**src/rtl/core/mlqs_ram.sv**
```systemverilog
// ----------------------------------------------------------------------------
// Generic simple dual-port RAM
// One write port and one read port, read data registered.
// ----------------------------------------------------------------------------
`default_nettype none

module mlqs_ram #(
  parameter int WIDTH = 8,
  parameter int DEPTH = 16
) (
  input  wire logic                     clk_i,
  input  wire logic                     we_i,
  input  wire logic [$clog2(DEPTH)-1:0] waddr_i,
  input  wire logic [WIDTH-1:0]         wdata_i,
  input  wire logic                     re_i,
  input  wire logic [$clog2(DEPTH)-1:0] raddr_i,
  output logic      [WIDTH-1:0]         rdata_o
);

  logic [WIDTH-1:0] mem_q [DEPTH];

  // Write port.
  always_ff @(posedge clk_i) begin
    if (we_i) begin
      mem_q[waddr_i] <= wdata_i;
    end
  end

  // Registered read port.
  always_ff @(posedge clk_i) begin
    if (re_i) begin
      rdata_o <= mem_q[raddr_i];
    end
  end

endmodule

`default_nettype wire

```
**config.mk**
```make
export PLATFORM = sky130hd
export DESIGN_NAME = mlqs_ram
export DESIGN_NICKNAME = d
export VERILOG_FILES = /design/src/rtl/core/mlqs_ram.sv
export SDC_FILE = /design/constraint.sdc
export NUM_CORES = 1
export LEC_CHECK = 0
export BUFFER_PORTS_ARGS = -buffer_cell sky130_fd_sc_hd__clkbuf_2
export CORE_MARGIN = 5
export CORE_UTILIZATION = 48
export DETAILED_ROUTE_END_ITERATION = 7
export PLACE_DENSITY = 0.63
export SLEW_MARGIN = 20
export SYNTH_ARGS = -nofsm -noshare
export SYNTH_HDL_FRONTEND = slang
export SYNTH_SLANG_ARGS = --single-unit
```
**constraint.sdc**
```tcl
create_clock -name clk_i -period 5.1 [get_ports clk_i]
set_input_delay 1.02 -clock clk_i [delete_from_list [all_inputs] [get_ports clk_i]]
set_output_delay 1.02 -clock clk_i [all_outputs]
set_load 0.01 [all_outputs]
```
==> results of run 1 <==
## flip-flops by register name, summed over array words and instances (netlist names)
| register | flops |
|---|---|
| rdata_o | 8 |
| mem_q | 128 |
## worst paths after layout
check                from  depth (start not counted)  slack [ns]    endpoint
max reg2reg   mem_q[0][1]                          3        3.60  rdata_o[1]
min          mem_q[13][7]                          3        0.74  rdata_o[7]
min reg2reg  mem_q[13][7]                          3        0.74  rdata_o[7]
max            raddr_i[0]                          5        2.47  rdata_o[1]
## area by class of cell
class | instances | share of cell area, %
timing repair buffer | 29 | 2.52
tap | 140 | 2.90
clock buffer | 17 | 6.85
sequential | 136 | 67.5
multi-input combinational | 83 | 17.6
clock inverter | 15 | 2.55
## cells by family (layout without fill, tap and decap cells)
| family | count (synthesis) | in the layout | synth area share (%) |
|---|---|---|---|
| muxes | 32 | 32 | 14.8 |
| DFF | 136 | 136 | 78.1 |
| and+or+nand+nor | 35 | 35 | 3.14 |
| AOI/OAI and AO/OA | 16 | 16 | 2.30 |
| buffers and inverters | 10 | 61 | 1.65 |
## through the flow
stage	setup WS [ns]	utilization, %	hold WS, ns
2_1_floorplan	2.59	-	0.705
3_3_place_gp	1.94	51.0	0.725
3_5_place_dp	1.91	51.0	0.735
4_1_cts	2.46	56.3	0.744
5_1_grt	2.37	56.3	0.779
6_report	2.47	56.3	0.739
## worst max-delay path: cells and delay by family
| family | cells | cell delay (ns) |
|---|---|---|
| compound gates | 1 | 0.22 |
| buf+inv | 2 | 0.98 |
| mux | 1 | 0.58 |
| simple gates | 1 | 0.08 |
## report_power, final
group | total [mW] | leakage [nW] | internal (mW) | switching, mW
logic | 0.110 | 0.496 | 0.0441 | 0.0661
registers | 1.27 | 1.24 | 1.26 | 0.00600
clock network | 1.15 | 0.272 | 0.695 | 0.452
total | 2.52 | 2.00 | 2.00 | 0.524
## cells in the final DEF (no fill, tap or decap), types with 3 or more instances in the layout
cell,instances
edfxtp_1,136
clkbuf_2,26
mux4_2,18
a22oi_1,16
clkbuf_16,16
mux4_1,14
nor2_1,13
nand2_1,9
clkinv_4,4
clkinvlp_4,3
clkinv_2,3
buf_4,3
## layer usage
metal  track usage (%)  vias up  routed length, um
met5                 0        -                  0
met4              6.81        0                 97
met3              4.44        7                690
met2              25.4      100               4770
met1              22.7     1225               4290
li1                  -     1059                  -
==> out/qor.yml, run 1 <==
placement:
  place_congestion: 0.682
  place_hpwl_um: 6120
  portBuffers: 26
  dp_cells: 388
  placed_area_um2: 5480
logic_synthesis:
  ys.flop_type: "edfxtp_1"
  synth_top_area_share_pct: 78.1
  synth_most_common_cell: "edfxtp_1"
  synthTopCellsByCount: "edfxtp_1, mux4_2, a22oi_1, mux4_1, nor2_1"
  yosysTopAreaCell: "edfxtp_1"
  syn_avg_cell_area_um2: 22.8
  yosysSeqAreaShare_pct: 78.1
  synthCells: 229
  synth-edff-count: 136
  synthesis.area_um2: 5230
  ys_warn_count: 0
  synthArstFlopShare_pct: 0
  ys_types: 18
  ys_ff_latch: 136
  synthTopCellsByArea: "edfxtp_1, mux4_2, mux4_1, a22oi_1, nor2_1"
  synthesis.nets: 248
final_layout:
  multiInputGateArea_um2: 1070
  final-instance-count-excl-fill: 420
  final_nets: 286
  fillCellCount: 817
  fin_area_um2: 6050
  seq_area_um2: 4080
  num_antenna_cells: 0
  syn_to_final_growth_pct: 15.7
  drive_gt1_share_pct: 28.9
cts:
  cts_setup_buffers: 0
  clockRootBuffer: "clkbuf_8"
  cts-hold-fix-buffers: 0
  clk_latency_ns: 0.51
  h-tree-depth: 4
  cts_made_buffers: 17
  clk_pin_slew_ns: 0.06
  cts_num_sinks: 136
  cts_tree: "built"
  cts_resized: 0
  cts_buffer_depth: 2
sta:
  fmax_ghz: 0.381
  finClkSkew_ns: 0.00877
  slew-limit-headroom_pct: 33.5
  finalSetupTns_ns: 0
  final-hold-violation-count: 0
  drv_slew: 0
  finalSetupViolations: 0
  worstMarginPinSlew_ns: 0.994
  rsz0062_at_grt: "no"
  period_share_pct: 51.5
  period_minus_slack_ns: 2.63
worst_hold_path:
  hold_class: "reg2reg"
critical_path:
  critPathCaptureType: "flip-flop"
  worstPathRequired_ns: 5.36
  slowest_delay_ns: 0.61
  critPathArrivalTime_ns: 2.89
  start_kind: "input port"
  path_max_fanout: 22
  path_cells: "clkbuf_2 -> buf_4 -> mux4_1 -> a22oi_1 -> nand2_1"
  critical_path_class: "in2reg"
  slowest_stage: "clkbuf_2"
global_routing:
  grt_pass1_wl_um: 15000
  grt_use_total_pct: 16.6
  antenna_found_initial: 0
  overflow: 0
  first_global_vias: 2440
  grt_max_degree: 33
pwr:
  power_mw: 2.52
  ir_drop_mv: 0.281
  p_leak_nw: 2.00
  power_density_nw_per_um2: 417
route:
  via_per_inst: 5.69
  first_iter_violations: 213
  drtAntennaViolNets: 0
  drtPass1Iterations: 5
  drc_errors: 0
  num_vias: 2391
  wl_per_cell_um: 23.4
  postRouteWirelength_um: 9850
floorplan:
  rows: 38
  fp.dieW_um: 114
  die_h_um: 114
  dieArea_um2: 13100
  initial_core_util_pct: 48.6
  ios: 27
  core_um2: 10700
job:
  cap_violations: 0
run_status:
  status: "completed"
Power figures use the tool's default switching activity.
==> run 2: changes to the inputs <==
--- a/config.mk
+++ b/config.mk
@@ -9,7 +9,7 @@
 export CORE_MARGIN = 5
 export CORE_UTILIZATION = 48
 export DETAILED_ROUTE_END_ITERATION = 7
-export PLACE_DENSITY = 0.63
+export PLACE_DENSITY = 0.65
 export SLEW_MARGIN = 20
 export SYNTH_ARGS = -nofsm -noshare
 export SYNTH_HDL_FRONTEND = slang
==> constraint.sdc (replaced) <==
create_clock -name clk_i -period 2.35 [get_ports clk_i]
set_input_delay 0.47 -clock clk_i [delete_from_list [all_inputs] [get_ports clk_i]]
set_output_delay 0.47 -clock clk_i [all_outputs]
set_load 0.01 [all_outputs]
==> run 2 against run 1 <==
  * Routed wire length decreased by 2.0%
  * Die area unchanged
  * Critical path depth decreased by 4
==> out/qor.yml, run 2 (synthesis gave the netlist of run 1 again) <==
route:
  num_vias: 2413  # +0.92%
  postRouteWirelength_um: 9650  # -2.0%
  wl_per_cell_um: 22.1  # -5.8%
  drtPass1Iterations: 4  # -1
  drtAntennaViolNets: 0  # unchanged
  via_per_inst: 5.52  # -3.0%
  drc_errors: 0  # unchanged
  first_iter_violations: 187  # -12%
pwr:
  clkPwrFrac_pct: 44.4  # -1.1 points
  combPwrFrac_pct: 4.6  # +0.2 points
  pwr-share-seq_pct: 51.0  # +0.8 points
  power_density_nw_per_um2: 876  # +110%
  p_leak_nw: 2.10  # +4.9%
  power_mw: 5.39  # +110%
  internal_power_mw: 4.33  # +120%
  swShare_pct: 19.8  # -1.0 points
  ir_drop_mv: 0.373  # +33%
  p_sw_mw: 1.07  # +100%
final_layout:
  layout_common_cells: "edfxtp_1, clkbuf_2, mux4_2, buf_4"
  fillCellCount: 808  # -1.1%
  final_nets: 303  # +5.9%
  largest_register_ffs: 128  # unchanged
  final_common_cell: "edfxtp_1"
  syn_to_final_growth_pct: 17.8
  largest-register: "mem_q"
  num_antenna_cells: 0  # unchanged
  largest_registers: "mem_q (128), rdata_o (8)"
  drive_gt1_share_pct: 31.3  # +2.4 points
critical_path:
  path_max_fanout: 1  # -95%
  timing.rr.start: "mem_q[10][5]"
  crit_family: "flip-flops"
  critical_path_class: "reg2out"
  critPathArrivalTime_ns: 1.08  # -1.81 ns
  slowest_delay_ns: 0.41  # -0.20 ns
  critPathCaptureType: "output pin"
  crit_path_start: "rdata_o[6]"
  path_cells: "clkbuf_2"
  slowest_stage: "edfxtp_1"
  worstPathRequired_ns: 1.88  # -3.48 ns
  reg2reg_depth: 3  # unchanged
  worst-path-buf-inv: 1  # -1
  cp.depth: 1  # -4
  start_kind: "flip-flop"
floorplan:
  initial_core_util_pct: 48.6  # unchanged
  die_h_um: 114  # unchanged
  rows: 38  # unchanged
  dieArea_um2: 13100  # unchanged
  fp.dieW_um: 114  # unchanged
  ios: 27  # unchanged
  core_um2: 10700  # unchanged
worst_hold_path:
  min_path_cells: 1  # -2
  min_from: "wdata_i[5]"
  hold_class: "in2reg"
cts:
  cts_num_sinks: 136  # unchanged
  cts_setup_buffers: 0  # unchanged
  cts_tree: "built"
  clockRootBuffer: "clkbuf_8"
  h-tree-depth: 4  # unchanged
  clk_latency_ns: 0.51  # about the same
  cts-hold-fix-buffers: 0  # unchanged
  cts_made_buffers: 17  # unchanged
  cts_buffer_depth: 2  # unchanged
  clk_pin_slew_ns: 0.06  # about the same
  cts_resized: 0  # unchanged
sta:
  period_minus_slack_ns: 1.55
  finalSetupViolations: 0  # unchanged
  worstMarginPinSlew_ns: 0.403  # -0.591 ns
  finalSetupTns_ns: 0  # unchanged
  slew-limit-headroom_pct: 73.1  # +40 points
  period_share_pct: 65.9
  finClkSkew_ns: 0.00409  # -0.00469 ns
  final-hold-violation-count: 0  # unchanged
  fmax_ghz: 0.646
  drv_slew: 0  # unchanged
  fin_ws_ns: 0.802  # -1.67 ns
  rsz0062_at_grt: "no"
placement:
  place_congestion: 0.686  # +0.65%
  place_hpwl_um: 6020  # -1.6%
  dp_slack_ns: 0.271  # -1.64 ns
  portBuffers: 26  # unchanged
global_routing:
  grt_use_total_pct: 16.5  # -0.090 points
  grt_pass1_wl_um: 15100  # +0.83%
  overflow: 0  # unchanged
  grt_max_degree: 33  # unchanged
  first_global_vias: 2566  # +5.2%
  antenna_found_initial: 0  # unchanged
job:
  cap_violations: 0  # unchanged
run_status:
  status: "completed"
run 2: changes by cell type in the layout (fill, tap and decap cells not counted), sizes merged:
cell	delta
buf	+17
clkinvlp	-3
clkbuf	+3
inv	-2
clkinv	+2
run 2: area by class of cell:
class                           instances  area, um^2  area share [%]
Timing Repair Buffer                   46         305            4.96
Sequential cell                       136        4080            66.3
Clock buffer                           20         425            6.91
Multi-Input combinational cell         83        1060            17.2
Clock inverter                         12         109            1.77
Tap cell                              140         175            2.85
run 2: worst paths after layout:
kind | end | slack [ns]
min | mem_q[2][5] | 0.37
max | rdata_o[6] | 0.80
max reg2reg | rdata_o[5] | 0.87
min reg2reg | rdata_o[0] | 0.75
run 2: through the flow:
stage / hold slack [ns] / util [%] / cells / cell area (um^2)
after floorplan: 0.569 / - / 229 / 5230
after global placement: 0.731 / 52.3 / 405 / 5620
after detailed placement: 0.741 / 52.3 / 405 / 5620
after CTS: 0.356 / 57.3 / 437 / 6160
after global routing: 0.360 / 57.3 / 437 / 6160
final: 0.371 / 57.3 / 437 / 6160
run 2: per-layer routing:
| metal | track usage, % | wire length, um |
|---|---|---|
| met5 | 0 | 0 |
| met2 | 25.6 | 4840 |
| met1 | 22.4 | 4310 |
| met4 | 5.70 | 76 |
| met3 | 5.02 | 430 |
run 2: power by group through the flow:
| stage | combinational [mW] | sequential (mW) | clock (mW) |
|---|---|---|---|
| after floorplan | 0.138 | 2.80 | 0 |
| after global placement | 0.248 | 2.80 | 0 |
| after detailed placement | 0.253 | 2.80 | 0 |
| after CTS | 0.254 | 2.75 | 2.43 |
| after global routing | 0.274 | 2.75 | 2.55 |
| final | 0.248 | 2.75 | 2.40 |
